**config.mk**
```make
export PLATFORM = sky130hd
export DESIGN_NAME = hanging_plotter_cable_kinematics_core
export DESIGN_NICKNAME = d
export VERILOG_FILES = /design/src/hw/rtl/hpck_pkg.sv /design/src/hw/rtl/hpck_isqrt.sv /design/src/hw/rtl/hpck_mul.sv /design/src/hw/rtl/hanging_plotter_cable_kinematics_core.sv
export SDC_FILE = /design/constraint.sdc
export NUM_CORES = 2
export LEC_CHECK = 0
export BUFFER_PORTS_ARGS = -buffer_cell sky130_fd_sc_hd__buf_2
export CAP_MARGIN = 30
export CELL_PAD_IN_SITES_DETAIL_PLACEMENT = 1
export CELL_PAD_IN_SITES_GLOBAL_PLACEMENT = 1
export CORE_UTILIZATION = 45
export DETAILED_ROUTE_END_ITERATION = 7
export PLACE_DENSITY_LB_ADDON = 0.1
export SETUP_SLACK_MARGIN = 0.05
export SYNTH_ARGS = -nofsm -noshare
export SYNTH_HDL_FRONTEND = slang
export SYNTH_SLANG_ARGS = --single-unit
```
**constraint.sdc**
```tcl
create_clock -name clk -period 13.3 [get_ports clk]
set_clock_uncertainty 0.15 [all_clocks]
set_input_delay 1.33 -clock clk [delete_from_list [all_inputs] [get_ports clk]]
set_output_delay 1.33 -clock clk [all_outputs]
set_load 0.02 [all_outputs]
```
**src/hw/rtl/hpck_pkg.sv**
```systemverilog
// Shared types and constants for the hanging plotter cable kinematics core.
// Used by the top level and the bench; depends on nothing.
`default_nettype none

package hpck_pkg;

    // Parameter defaults
    localparam int COORD_BITS_DEF       = 12;
    localparam int LENGTH_FRAC_BITS_DEF = 8;

    // Fixed field widths
    localparam int OP_W     = 2;
    localparam int HALF_W   = 11;
    localparam int SPM_W    = 16;
    localparam int SPM_FRAC = 8;
    localparam int CFG_IDX_W = 2;
    localparam int TOTAL_W  = 32;
    localparam int LEN_INT_BITS = 13;
    // distances from a motor never exceed 2*2047
    localparam int DIST_W   = 12;
    localparam int SQ_W     = 2 * DIST_W;
    localparam int SUM_W    = SQ_W + 1;

    // Opcodes
    localparam logic [OP_W-1:0] OP_MOVE     = 2'd0;
    localparam logic [OP_W-1:0] OP_PEN_UP   = 2'd1;
    localparam logic [OP_W-1:0] OP_PEN_DOWN = 2'd2;

    // Register indexes
    localparam logic [CFG_IDX_W-1:0] REG_HALF_WIDTH   = 2'd0;
    localparam logic [CFG_IDX_W-1:0] REG_HALF_HEIGHT  = 2'd1;
    localparam logic [CFG_IDX_W-1:0] REG_STEPS_PER_MM = 2'd2;

    // Register reset values
    localparam logic [HALF_W-1:0] HALF_WIDTH_RST   = 11'd500;
    localparam logic [HALF_W-1:0] HALF_HEIGHT_RST  = 11'd500;
    localparam logic [SPM_W-1:0]  STEPS_PER_MM_RST = 16'd1280;

    typedef enum logic [3:0] {
        S_IDLE,
        S_DISPATCH,
        S_SQX,
        S_SQY,
        S_ROOT_GO,
        S_ROOT,
        S_STEPL,
        S_STEPR,
        S_APPLY,
        S_DONE
    } state_t;

    typedef enum logic [1:0] {
        PH_HOME,
        PH_LEFT,
        PH_RIGHT
    } phase_t;

endpackage

`default_nettype wire

```
**src/hw/rtl/hpck_isqrt.sv**
```systemverilog
// Bit-serial integer square root, one root bit per cycle (restoring form).
// Stand-alone; depends on no package or other module.
`default_nettype none

module hpck_isqrt #(
    parameter int ROOT_W = 21
) (
    input  wire logic                  clk,
    input  wire logic                  rst_n,
    input  wire logic                  start,
    input  wire logic [2*ROOT_W-1:0]   radicand,
    output logic                       done,
    output logic [ROOT_W-1:0]          root
);

    localparam int CNT_W = $clog2(ROOT_W + 1);

    logic [2*ROOT_W-1:0] rad_reg, rad_next;
    logic [ROOT_W-1:0]   rem_reg, rem_next;
    logic [ROOT_W-1:0]   root_reg, root_next;
    logic [CNT_W-1:0]    cnt_reg, cnt_next;
    logic                run_reg, run_next;
    logic                done_reg, done_next;

    logic [ROOT_W+1:0]   rem_sh;
    logic [ROOT_W+1:0]   trial;

    always_comb
    begin
        rem_sh    = {rem_reg, rad_reg[2*ROOT_W-1 -: 2]};
        trial     = {root_reg, 2'b01};
        rad_next  = rad_reg;
        rem_next  = rem_reg;
        root_next = root_reg;
        cnt_next  = cnt_reg;
        run_next  = run_reg;
        done_next = 1'b0;
        if (start)
        begin
            rad_next  = radicand;
            rem_next  = '0;
            root_next = '0;
            cnt_next  = CNT_W'(ROOT_W);
            run_next  = 1'b1;
        end
        else if (run_reg)
        begin
            rad_next = rad_reg << 2;
            cnt_next = cnt_reg - 1'b1;
            if (rem_sh >= trial)
            begin
                rem_next  = ROOT_W'(rem_sh - trial);
                root_next = {root_reg[ROOT_W-2:0], 1'b1};
            end
            else
            begin
                rem_next  = rem_sh[ROOT_W-1:0];
                root_next = {root_reg[ROOT_W-2:0], 1'b0};
            end
            if (cnt_reg == CNT_W'(1))
            begin
                run_next  = 1'b0;
                done_next = 1'b1;
            end
        end
    end

    always_ff @(posedge clk or negedge rst_n)
    begin
        if (!rst_n)
        begin
            cnt_reg  <= '0;
            run_reg  <= 1'b0;
            done_reg <= 1'b0;
        end
        else
        begin
            cnt_reg  <= cnt_next;
            run_reg  <= run_next;
            done_reg <= done_next;
        end
    end

    always_ff @(posedge clk)
    begin
        rad_reg  <= rad_next;
        rem_reg  <= rem_next;
        root_reg <= root_next;
    end

    assign done = done_reg;
    assign root = root_reg;

endmodule

`default_nettype wire

```
**src/hw/rtl/hpck_mul.sv**
```systemverilog
// Shared unsigned multiplier with a registered product, one result a cycle.
// Serves both the squares of the distances and the step scaling.
`default_nettype none

module hpck_mul #(
    parameter int A_W = 21,
    parameter int B_W = 16
) (
    input  wire logic                 clk,
    input  wire logic [A_W-1:0]       a,
    input  wire logic [B_W-1:0]       b,
    output logic [A_W+B_W-1:0]        prod
);

    logic [A_W+B_W-1:0] prod_reg, prod_next;

    assign prod_next = (A_W+B_W)'(a) * (A_W+B_W)'(b);

    always_ff @(posedge clk)
    begin
        prod_reg <= prod_next;
    end

    assign prod = prod_reg;

endmodule

`default_nettype wire

```
**src/hw/rtl/hanging_plotter_cable_kinematics_core.sv**
```systemverilog
// Top level of the hanging plotter cable kinematics core: sequencer, state and ports.
// Depends on hpck_pkg, hpck_mul and hpck_isqrt.
//
//  channel  | handshake               | payload
//  ---------+-------------------------+----------------------------------------------
//  cmd      | cmd_valid / cmd_stall   | opcode, target_x, target_y
//  res      | res_valid / res_stall   | accepted, pen_down, left_target, right_target,
//           |                         | moved, position_x, position_y
//  cfg      | cfg_valid / cfg_ready   | cfg_index, cfg_data
//
//  Pen command, unknown opcode or rejected move: dispatch, then done loads the result.
//  Move: dispatch, then two square roots, each through square, square, start and root
//  (R = 13 + LENGTH_FRAC_BITS root bits), then scaling of both sides, update and done.
//  The next item can be taken as soon as the result appears.
//  The first item after reset also computes the home length before it is dispatched.
//  cmd_stall is high while an item is in flight; a waiting result holds only the done state.
`default_nettype none

module hanging_plotter_cable_kinematics_core #(
    parameter int COORD_BITS       = hpck_pkg::COORD_BITS_DEF,
    parameter int LENGTH_FRAC_BITS = hpck_pkg::LENGTH_FRAC_BITS_DEF
) (
    input  wire logic                              clk,
    input  wire logic                              rst_n,
    input  wire logic                              cmd_valid,
    output logic                                   cmd_stall,
    input  wire logic [hpck_pkg::OP_W-1:0]         opcode,
    input  wire logic signed [COORD_BITS-1:0]      target_x,
    input  wire logic signed [COORD_BITS-1:0]      target_y,
    output logic                                   res_valid,
    input  wire logic                              res_stall,
    output logic                                   accepted,
    output logic                                   pen_down,
    output logic signed [hpck_pkg::TOTAL_W-1:0]    left_target,
    output logic signed [hpck_pkg::TOTAL_W-1:0]    right_target,
    output logic                                   moved,
    output logic signed [COORD_BITS-1:0]           position_x,
    output logic signed [COORD_BITS-1:0]           position_y,
    input  wire logic                              cfg_valid,
    output logic                                   cfg_ready,
    input  wire logic [hpck_pkg::CFG_IDX_W-1:0]    cfg_index,
    input  wire logic [hpck_pkg::SPM_W-1:0]        cfg_data
);

    localparam int R_W   = hpck_pkg::LEN_INT_BITS + LENGTH_FRAC_BITS;
    localparam int P_W   = R_W + hpck_pkg::SPM_W;
    localparam int SHIFT = LENGTH_FRAC_BITS + hpck_pkg::SPM_FRAC;
    localparam int MAG_W = P_W - SHIFT;
    localparam int T_W   = hpck_pkg::TOTAL_W;
    localparam int EW    = ((COORD_BITS > hpck_pkg::HALF_W) ? COORD_BITS
                                                            : hpck_pkg::HALF_W) + 2;

    // configuration
    logic [hpck_pkg::HALF_W-1:0] hw_reg, hh_reg;
    logic [hpck_pkg::SPM_W-1:0]  spm_reg;

    // sequencer
    hpck_pkg::state_t state_reg, state_next;
    hpck_pkg::phase_t phase_reg, phase_next;

    // latched item
    logic [hpck_pkg::OP_W-1:0]    op_reg, op_next;
    logic signed [COORD_BITS-1:0] x_reg, x_next, y_reg, y_next;

    // block state
    logic [R_W-1:0]               llen_reg, llen_next, rlen_reg, rlen_next;
    logic                         loaded_reg, loaded_next;
    logic [T_W-1:0]               ltot_reg, ltot_next, rtot_reg, rtot_next;
    logic signed [COORD_BITS-1:0] px_reg, px_next, py_reg, py_next;
    logic                         pen_reg, pen_next;

    // working registers
    logic [hpck_pkg::SQ_W-1:0]    sq_reg, sq_next;
    logic [R_W-1:0]               nl_reg, nl_next;
    logic                         negl_reg, negl_next, negr_reg, negr_next;
    logic [MAG_W-1:0]             magl_reg, magl_next;
    logic                         acc_reg, acc_next, mv_reg, mv_next;

    // result registers
    logic                         rv_reg, rv_next;
    logic                         racc_reg, racc_next, rpen_reg, rpen_next;
    logic [T_W-1:0]               rlt_reg, rlt_next, rrt_reg, rrt_next;
    logic                         rmv_reg, rmv_next;
    logic signed [COORD_BITS-1:0] rpx_reg, rpx_next, rpy_reg, rpy_next;

    // shared units
    logic [R_W-1:0]               mul_a;
    logic [hpck_pkg::SPM_W-1:0]   mul_b;
    logic [P_W-1:0]               prod;
    logic                         sq_start, sq_done;
    logic [2*R_W-1:0]             radicand;
    logic [R_W-1:0]               root;

    // datapath helpers
    logic signed [EW-1:0]         hw_e, hh_e, x_e, y_e, dx_e, dy_e;
    logic [hpck_pkg::DIST_W-1:0]  dx, dy;
    logic [hpck_pkg::SUM_W-1:0]   sq_sum;
    logic                         in_bounds;
    logic                         cmd_take;
    logic [MAG_W-1:0]             magr;
    logic [R_W-1:0]               diff_l, diff_r;

    hpck_mul #(
        .A_W (R_W),
        .B_W (hpck_pkg::SPM_W)
    ) u_mul (
        .clk  (clk),
        .a    (mul_a),
        .b    (mul_b),
        .prod (prod)
    );

    hpck_isqrt #(
        .ROOT_W (R_W)
    ) u_isqrt (
        .clk      (clk),
        .rst_n    (rst_n),
        .start    (sq_start),
        .radicand (radicand),
        .done     (sq_done),
        .root     (root)
    );

    assign cfg_ready = 1'b1;
    assign cmd_stall = (state_reg != hpck_pkg::S_IDLE);
    assign cmd_take  = cmd_valid && !cmd_stall;

    always_comb
    begin
        hw_e = $signed({{(EW-hpck_pkg::HALF_W){1'b0}}, hw_reg});
        hh_e = $signed({{(EW-hpck_pkg::HALF_W){1'b0}}, hh_reg});
        x_e  = EW'(x_reg);
        y_e  = EW'(y_reg);
        in_bounds = (x_e > -hw_e) && (x_e < hw_e) && (y_e > -hh_e) && (y_e < hh_e);
        case (phase_reg)
            hpck_pkg::PH_HOME:
            begin
                dx_e = hw_e;
                dy_e = hh_e;
            end
            hpck_pkg::PH_LEFT:
            begin
                dx_e = hw_e + x_e;
                dy_e = hh_e - y_e;
            end
            default:
            begin
                dx_e = hw_e - x_e;
                dy_e = hh_e - y_e;
            end
        endcase
        dx = dx_e[hpck_pkg::DIST_W-1:0];
        dy = dy_e[hpck_pkg::DIST_W-1:0];
        sq_sum   = hpck_pkg::SUM_W'(sq_reg) + hpck_pkg::SUM_W'(prod[hpck_pkg::SQ_W-1:0]);
        radicand = {{(2*R_W-hpck_pkg::SUM_W-2*LENGTH_FRAC_BITS){1'b0}}, sq_sum,
                    {(2*LENGTH_FRAC_BITS){1'b0}}};
        diff_l = negl_next ? (llen_reg - nl_reg) : (nl_reg - llen_reg);
        diff_r = negr_next ? (rlen_reg - root) : (root - rlen_reg);
        magr   = prod[P_W-1:SHIFT];
    end

    always_comb
    begin
        state_next  = state_reg;
        phase_next  = phase_reg;
        op_next     = op_reg;
        x_next      = x_reg;
        y_next      = y_reg;
        llen_next   = llen_reg;
        rlen_next   = rlen_reg;
        loaded_next = loaded_reg;
        ltot_next   = ltot_reg;
        rtot_next   = rtot_reg;
        px_next     = px_reg;
        py_next     = py_reg;
        pen_next    = pen_reg;
        sq_next     = sq_reg;
        nl_next     = nl_reg;
        negl_next   = negl_reg;
        negr_next   = negr_reg;
        magl_next   = magl_reg;
        acc_next    = acc_reg;
        mv_next     = mv_reg;
        rv_next     = rv_reg && res_stall;
        racc_next   = racc_reg;
        rpen_next   = rpen_reg;
        rlt_next    = rlt_reg;
        rrt_next    = rrt_reg;
        rmv_next    = rmv_reg;
        rpx_next    = rpx_reg;
        rpy_next    = rpy_reg;
        sq_start    = 1'b0;
        mul_a       = '0;
        mul_b       = '0;

        case (state_reg)
            hpck_pkg::S_IDLE:
            begin
                if (cmd_take)
                begin
                    op_next  = opcode;
                    x_next   = target_x;
                    y_next   = target_y;
                    acc_next = 1'b0;
                    mv_next  = 1'b0;
                    if (!loaded_reg)
                    begin
                        phase_next = hpck_pkg::PH_HOME;
                        state_next = hpck_pkg::S_SQX;
                    end
                    else
                    begin
                        state_next = hpck_pkg::S_DISPATCH;
                    end
                end
            end
            hpck_pkg::S_DISPATCH:
            begin
                case (op_reg)
                    hpck_pkg::OP_PEN_UP:
                    begin
                        pen_next   = 1'b0;
                        acc_next   = 1'b1;
                        state_next = hpck_pkg::S_DONE;
                    end
                    hpck_pkg::OP_PEN_DOWN:
                    begin
                        pen_next   = 1'b1;
                        acc_next   = 1'b1;
                        state_next = hpck_pkg::S_DONE;
                    end
                    hpck_pkg::OP_MOVE:
                    begin
                        if (in_bounds)
                        begin
                            phase_next = hpck_pkg::PH_LEFT;
                            state_next = hpck_pkg::S_SQX;
                        end
                        else
                        begin
                            state_next = hpck_pkg::S_DONE;
                        end
                    end
                    default:
                    begin
                        state_next = hpck_pkg::S_DONE;
                    end
                endcase
            end
            hpck_pkg::S_SQX:
            begin
                mul_a      = R_W'(dx);
                mul_b      = hpck_pkg::SPM_W'(dx);
                state_next = hpck_pkg::S_SQY;
            end
            hpck_pkg::S_SQY:
            begin
                mul_a      = R_W'(dy);
                mul_b      = hpck_pkg::SPM_W'(dy);
                sq_next    = prod[hpck_pkg::SQ_W-1:0];
                state_next = hpck_pkg::S_ROOT_GO;
            end
            hpck_pkg::S_ROOT_GO:
            begin
                sq_start   = 1'b1;
                state_next = hpck_pkg::S_ROOT;
            end
            hpck_pkg::S_ROOT:
            begin
                if (sq_done)
                begin
                    case (phase_reg)
                        hpck_pkg::PH_HOME:
                        begin
                            llen_next   = root;
                            rlen_next   = root;
                            loaded_next = 1'b1;
                            state_next  = hpck_pkg::S_DISPATCH;
                        end
                        hpck_pkg::PH_LEFT:
                        begin
                            nl_next    = root;
                            phase_next = hpck_pkg::PH_RIGHT;
                            state_next = hpck_pkg::S_SQX;
                        end
                        default:
                        begin
                            // right root stays on the root unit's output until the next start
                            negl_next  = nl_reg < llen_reg;
                            negr_next  = root < rlen_reg;
                            state_next = hpck_pkg::S_STEPL;
                        end
                    endcase
                end
            end
            hpck_pkg::S_STEPL:
            begin
                mul_a      = diff_l;
                mul_b      = spm_reg;
                state_next = hpck_pkg::S_STEPR;
            end
            hpck_pkg::S_STEPR:
            begin
                magl_next  = prod[P_W-1:SHIFT];
                mul_a      = diff_r;
                mul_b      = spm_reg;
                state_next = hpck_pkg::S_APPLY;
            end
            hpck_pkg::S_APPLY:
            begin
                // right-hand change is negated
                ltot_next = negl_reg ? (ltot_reg - T_W'(magl_reg)) : (ltot_reg + T_W'(magl_reg));
                rtot_next = negr_reg ? (rtot_reg + T_W'(magr)) : (rtot_reg - T_W'(magr));
                llen_next = nl_reg;
                rlen_next = root;
                acc_next  = 1'b1;
                if ((magl_reg != '0) || (magr != '0))
                begin
                    px_next = x_reg;
                    py_next = y_reg;
                    mv_next = 1'b1;
                end
                state_next = hpck_pkg::S_DONE;
            end
            hpck_pkg::S_DONE:
            begin
                if (!rv_reg || !res_stall)
                begin
                    rv_next    = 1'b1;
                    racc_next  = acc_reg;
                    rpen_next  = pen_reg;
                    rlt_next   = ltot_reg;
                    rrt_next   = rtot_reg;
                    rmv_next   = mv_reg;
                    rpx_next   = px_reg;
                    rpy_next   = py_reg;
                    state_next = hpck_pkg::S_IDLE;
                end
            end
            default:
            begin
                state_next = hpck_pkg::S_IDLE;
            end
        endcase
    end

    always_ff @(posedge clk or negedge rst_n)
    begin
        if (!rst_n)
        begin
            state_reg  <= hpck_pkg::S_IDLE;
            phase_reg  <= hpck_pkg::PH_HOME;
            hw_reg     <= hpck_pkg::HALF_WIDTH_RST;
            hh_reg     <= hpck_pkg::HALF_HEIGHT_RST;
            spm_reg    <= hpck_pkg::STEPS_PER_MM_RST;
            llen_reg   <= '0;
            rlen_reg   <= '0;
            loaded_reg <= 1'b0;
            ltot_reg   <= '0;
            rtot_reg   <= '0;
            px_reg     <= '0;
            py_reg     <= '0;
            pen_reg    <= 1'b0;
            rv_reg     <= 1'b0;
        end
        else
        begin
            state_reg  <= state_next;
            phase_reg  <= phase_next;
            llen_reg   <= llen_next;
            rlen_reg   <= rlen_next;
            loaded_reg <= loaded_next;
            ltot_reg   <= ltot_next;
            rtot_reg   <= rtot_next;
            px_reg     <= px_next;
            py_reg     <= py_next;
            pen_reg    <= pen_next;
            rv_reg     <= rv_next;
            if (cfg_valid && cfg_ready)
            begin
                case (cfg_index)
                    hpck_pkg::REG_HALF_WIDTH:   hw_reg  <= cfg_data[hpck_pkg::HALF_W-1:0];
                    hpck_pkg::REG_HALF_HEIGHT:  hh_reg  <= cfg_data[hpck_pkg::HALF_W-1:0];
                    hpck_pkg::REG_STEPS_PER_MM: spm_reg <= cfg_data;
                    default:
                    begin
                    end
                endcase
            end
        end
    end

    always_ff @(posedge clk)
    begin
        op_reg   <= op_next;
        x_reg    <= x_next;
        y_reg    <= y_next;
        sq_reg   <= sq_next;
        nl_reg   <= nl_next;
        negl_reg <= negl_next;
        negr_reg <= negr_next;
        magl_reg <= magl_next;
        acc_reg  <= acc_next;
        mv_reg   <= mv_next;
        racc_reg <= racc_next;
        rpen_reg <= rpen_next;
        rlt_reg  <= rlt_next;
        rrt_reg  <= rrt_next;
        rmv_reg  <= rmv_next;
        rpx_reg  <= rpx_next;
        rpy_reg  <= rpy_next;
    end

    assign res_valid    = rv_reg;
    assign accepted     = racc_reg;
    assign pen_down     = rpen_reg;
    assign left_target  = $signed(rlt_reg);
    assign right_target = $signed(rrt_reg);
    assign moved        = rmv_reg;
    assign position_x   = rpx_reg;
    assign position_y   = rpy_reg;

endmodule

`default_nettype wire

```
# After elaboration in Yosys (flattened, before gate mapping)
# Index checks and enable logic that the tools add are counted.
# W data, S select, Z words.
# classes
reduce_logical,40
eq_ne,25
mux,54
mul,1
addsub,16
order_cmp,7
# ops
op,n
$mux W21,5
$sub A21 B21 Y21,5
$pmux W21 S2,2
$pmux W21 S4,1
$mux W41,2
$add A32 B21 Y32,2
$mux W32,2
$sub A32 B21 Y32,2
$pmux W16 S3,1
$lt A21 B21 Y1,2
$reduce_bool A21 Y1,2
$pmux W4 S10,1
$mul A21 B16 Y37,1
$gt A12 B14 Y1,2
$neg A11 Y14,2
$add A24 B24 Y25,1
$lt A12 B12 Y1,2
$pmux W12 S2,1
$sub A12 B12 Y12,2
$ge A23 B23 Y1,1
$mux W4,5
$mux W1,19
$ne A2 B2 Y1 const B,9
$reduce_and A3 Y1,6
other kinds (28),65
# totals
input_bits,49
output_inout_bits,94
reg_bits,476
word_cells,182

# Depth between registers and ports, before layout
# logic_depth
word_depth,8
ltp_mapped,40
mapped_depth_nobuf,36

# Cells and area by module
# Synthesis repeated with hierarchy kept, for this count alone.
# unflattened
cells_unflattened,4478
hier_area_um2,41867.7
# modules_own_cells
module,area_per_inst_um2,n_inst,seq_area_each_um2,cells_per_inst
hanging_plotter_cable_kinematics_core,24831.3,1,10042.1,2621
hpck_mul,12072.8,1,740.7,1388
hpck_isqrt,4963.5,1,2277.2,469

# Worst setup path after synthesis
# Ideal clock, no wire load.
# synth_timing
kind,reg2reg
from,register nl_reg[5]
to,register u_mul.prod_reg[36] (netlist: u_mul.prod[36])
stages_incl_launch_ff,38
path_slack_ns,4.270
arrival_ns,8.736
required_ns,13.006
setup_ns,0.144
path_buffers,4
synth_period_minus_slack_ns,9.030
cell_sequence,edfxtp_1 ha_1 buf_4 nor2_1 o32a_1 a31o_1 a211oi_1 or2_1 and2_4 inv_4 buf_6 buf_6 mux2i_1 o21ai_1 or3_4 nand3_2 buf_6 nand2_1 (+2 left out) fa_1 inv_1 fa_1 fa_1 inv_1 fa_1 inv_1 fa_1 inv_1 ha_1 and3_1 and4_1 a21o_1 a41oi_1 o41ai_1 a41o_1 o41ai_1 o211ai_1
# synth_between
elab_chain_cells,7
word_cells_on_any_way,9
cone_classes,add/sub: 2; mul: 1; order compare: 1; mux: 5
# synth_rtl
item,line,rtl
"start, declared",hanging_plotter_cable_kinematics_core.sv:74,"logic [R_W-1:0] nl_reg, nl_next;"
"start signal, assigned",hanging_plotter_cable_kinematics_core.sv:399,nl_reg <= nl_next;
$lt A21 B21 Y1,hanging_plotter_cable_kinematics_core.sv:289,negl_next = nl_reg < llen_reg;
$mux W1,hanging_plotter_cable_kinematics_core.sv:272,case (phase_reg)
$mux W1,hanging_plotter_cable_kinematics_core.sv:270,if (sq_done)
$mux W1,hanging_plotter_cable_kinematics_core.sv:196,case (state_reg)
$mux W21 (*),hanging_plotter_cable_kinematics_core.sv:157,diff_l = negl_next ? (llen_reg - nl_reg) : (nl_reg - llen_reg);
$pmux W21 S4 (*),hanging_plotter_cable_kinematics_core.sv:196,
$mul A21 B16 Y37 (*),hpck_mul.sv:17,assign prod_next = (A_W+B_W)'(a) * (A_W+B_W)'(b);
named net u_mul.prod_next[36],hpck_mul.sv:15,"logic [A_W+B_W-1:0] prod_reg, prod_next;"
"end signal, assigned",hpck_mul.sv:21,prod_reg <= prod_next;
"end, declared",hpck_mul.sv:15,
# Mark *: on every way through the listed nets, which the timed path passes. The rest lies on a longest branch.
# A chain may end at the register's enable or synchronous reset.

# Final worst setup path
# layout_timing
from,register state_reg[0]
to,register u_mul.prod_reg[36] (netlist: u_mul.prod[36])
# layout_between
elab_chain_cells,5
word_cells_on_any_way,13
cone_classes,mul: 1; eq/ne: 5; mux: 6; reduce/logical: 1
# layout_rtl
item,line,rtl
"start, declared",hanging_plotter_cable_kinematics_core.sv:58,"hpck_pkg::state_t state_reg, state_next;"
"start signal, assigned",hanging_plotter_cable_kinematics_core.sv:351,state_reg <= hpck_pkg::S_IDLE;
"start signal, assigned",hanging_plotter_cable_kinematics_core.sv:368,state_reg <= state_next;
$eq A4 B3 Y1,hanging_plotter_cable_kinematics_core.sv:196,
$mux W1,hanging_plotter_cable_kinematics_core.sv:196,
$mux W21 (on tied branches),"hanging_plotter_cable_kinematics_core.sv:158, hanging_plotter_cable_kinematics_core.sv:157",
$pmux W21 S4,hanging_plotter_cable_kinematics_core.sv:196,
$mul A21 B16 Y37 (*),hpck_mul.sv:17,
named net u_mul.prod_next[36],hpck_mul.sv:15,
# Marked as above.

==> metrics.csv <==
metric,value,unit
setup_viol,0,
vias,32100,
syn_area,0.0406,mm^2
clkTransAtPathRegs,0.06,ns
nets,5129,
cp_max_fo,24,
yosys.area.top_type,edfxtp_1,
clk_latency,0.66,ns
wirelength,126,mm
power_density,215,mW/mm^2
ys_ff_latch,476,
drtPass1Iterations,5,
synthFlopType,edfxtp_1,
finalCritPeriodShare,83.6,%
synth_common_cells,"inv_1, nand2_1, ha_1",
root_buffer,clkbuf_16,
critPathLaunchType,register,
relSlewSlack,28.0,%
yosysWarnings,0,
post_dp_cell_area,0.0423,mm^2
crit_type,reg -> reg,
routed_via_density,5.68,
p_total,9.56,mW
drive_gt1_share,8.74,%
gp_congestion,0.903,
die_w,302,um
ios,143,
yosys-top-cells-area,"edfxtp_1, fa_1, ha_1",
htree_levels,2,
cp.arrival,11.45,ns
whs,0.269,ns
rsz0062_at_grt,false,
fillCellCount,10300,
largest_reg_flops,37,
instances_no_fill,5651,
syn_nets,5062,
place_inst,5540,
hpwlAfterDp,98.0,mm
final_area,0.0444,mm^2
numPortBuffers,141,
drt_iter0_markers,1756,
drv_slew,0,
die_area,0.0914,mm^2
hold_viol,0,
crit_path_end_kind,register,
cts.sinks,476,
peakVddDrop,0.118,mV
synth-edff-count,210,
grt_use_total,28.1,%
maxCapViolCount,0,
postCtsSetupBuffers,0,
grt_max_degree,92,
start_util,45.6,%
cp_common_cell,fa_1,
cts_tree,built,
timing.fmax,90.0,MHz
cts_buffers,57,
finalSetupTns,0,ns
synth.most_common_cell,inv_1,
drc_errors,0,
power.leakage,20.8,nW
syn_to_final_growth,9.30,%
ant_nets,0,
grt_pass1_wl,199,mm
rows,109,
die-height,302,um
cpPeakStageDelay,0.81,ns
status,finished clean,
synthArstFlopShare,38.7,%
cp.required,13.63,ns
grt_pass1_vias,34400,
slowest_stage,dfrtp_1,
core,0.0889,mm^2
wl_per_cell,22.3,um
syn_area_per_cell,9.29,um^2
overflow,0,
synth_top_area_share,15.5,%
ys_seq_area_share,31.0,%
cts_buffer_depth,3,
period_needed,11.12,ns
synth_cell_types,102,
cts_hold_buf,0,
worst-slew-pin-transition,1.08,ns
syn_inst,4370,
cts_resized,0,
hold_class,reg -> reg,
antenna_found_initial,2,
## worst max-delay path: cells and delay by family (launching register included)
kind,cells,cell delay (ns)
AOI/OAI and AO/OA,15,4.81
xor gates and xnor gates,1,0.60
adders and majority gates,7,3.45
buffers and inverters,4,0.51
DFF,1,0.81
and+or+nand+nor,3,0.60
## cells by family after synthesis
kind of cell    count (synthesis)  synth area share [%]
xor+xnor                      212                  4.58
compound gates               1027                  16.1
mux                           114                  2.98
simple gates                 1196                  13.7
fa+ha+maj                     643                  24.9
buf+inv                       701                  6.76
other cells                     1               0.00924
flops                         476                  31.0
## cell type report
type                            count  area, um^2  area share (%)
Tap cell                         1165        1460            3.29
Clock inverter                     36         424           0.956
Inverter                          527        1980            4.47
Clock buffer                       71        1550            3.49
Multi-Input combinational cell   3193       25300            57.1
Antenna cell                        1        2.50         0.00564
Timing Repair Buffer              182        1060            2.39
Sequential cell                   476       12600            28.3
## power by group
| group | internal [mW] | leakage, nW | total, mW | switching [mW] |
|---|---|---|---|---|
| logic | 2.07 | 14.9 | 5.46 | 3.39 |
| clock network | 0.985 | 0.964 | 1.66 | 0.672 |
| registers | 2.03 | 4.88 | 2.44 | 0.414 |
## per-stage QoR
step / setup slack [ns] / utilization (%)
global route: 1.62 / 49.9
detailed placement: 2.28 / 47.6
global placement: 2.44 / 47.6
floorplan: 4.27 / -
CTS: 2.26 / 49.8
finish: 2.18 / 49.9
## final timing paths
path / start / end / slack (ns) / cells after the start
worst min register to register: mv_reg$_DFFE_PP_ / moved$_DFFE_PP_ / 0.27 / 0
max in group asynchronous: rst_n / u_isqrt.run_reg$_DFF_PN0_ / 10.43 / 3
worst max-delay path: state_reg[0]$_DFFE_PN0P_ / u_mul.prod[36]$_DFF_P_ / 2.18 / 30
min in group asynchronous: rst_n / ltot_reg[27]$_DFFE_PN0P_ / 0.55 / 1
worst max register to register: state_reg[0]$_DFFE_PN0P_ / u_mul.prod[36]$_DFF_P_ / 2.18 / 30
worst min-delay path: mv_reg$_DFFE_PP_ / moved$_DFFE_PP_ / 0.27 / 0
## cells in the final DEF (no fill, tap or decap), types with 14 or more instances in the layout
cell and count:
a211oi_1 35, a21o_1 127, a21oi_1 267, a31oi_1 54, and2_1 91, and3_1 20
buf_2 140, buf_4 39, clkbuf_16 57, dfrtp_1 169, dfstp_2 14, dfxtp_1 82
edfxtp_1 210, fa_1 274, ha_1 369, inv_1 523, mux2_2 40, mux2i_1 72
nand2_1 508, nand2b_1 53, nand3_1 46, nand4_1 30, nor2_1 244, nor2b_1 40
nor3_1 57, nor4_1 19, o211ai_1 24, o21a_1 33, o21ai_0 258, o21ai_1 14
o21bai_1 27, o22ai_1 19, o31ai_1 15, or3_1 19, xnor2_1 128, xor2_1 84
## routing by layer
layer	up-vias	GRT usage [%]	routed length (um)
met3	182	2.69	4390
met5	-	0	0
met1	16300	36.9	55700
li1	15100	-	-
met4	0	9.30	4130
met2	599	48.5	61700
No activity file was read; power rests on OpenSTA's default activity.
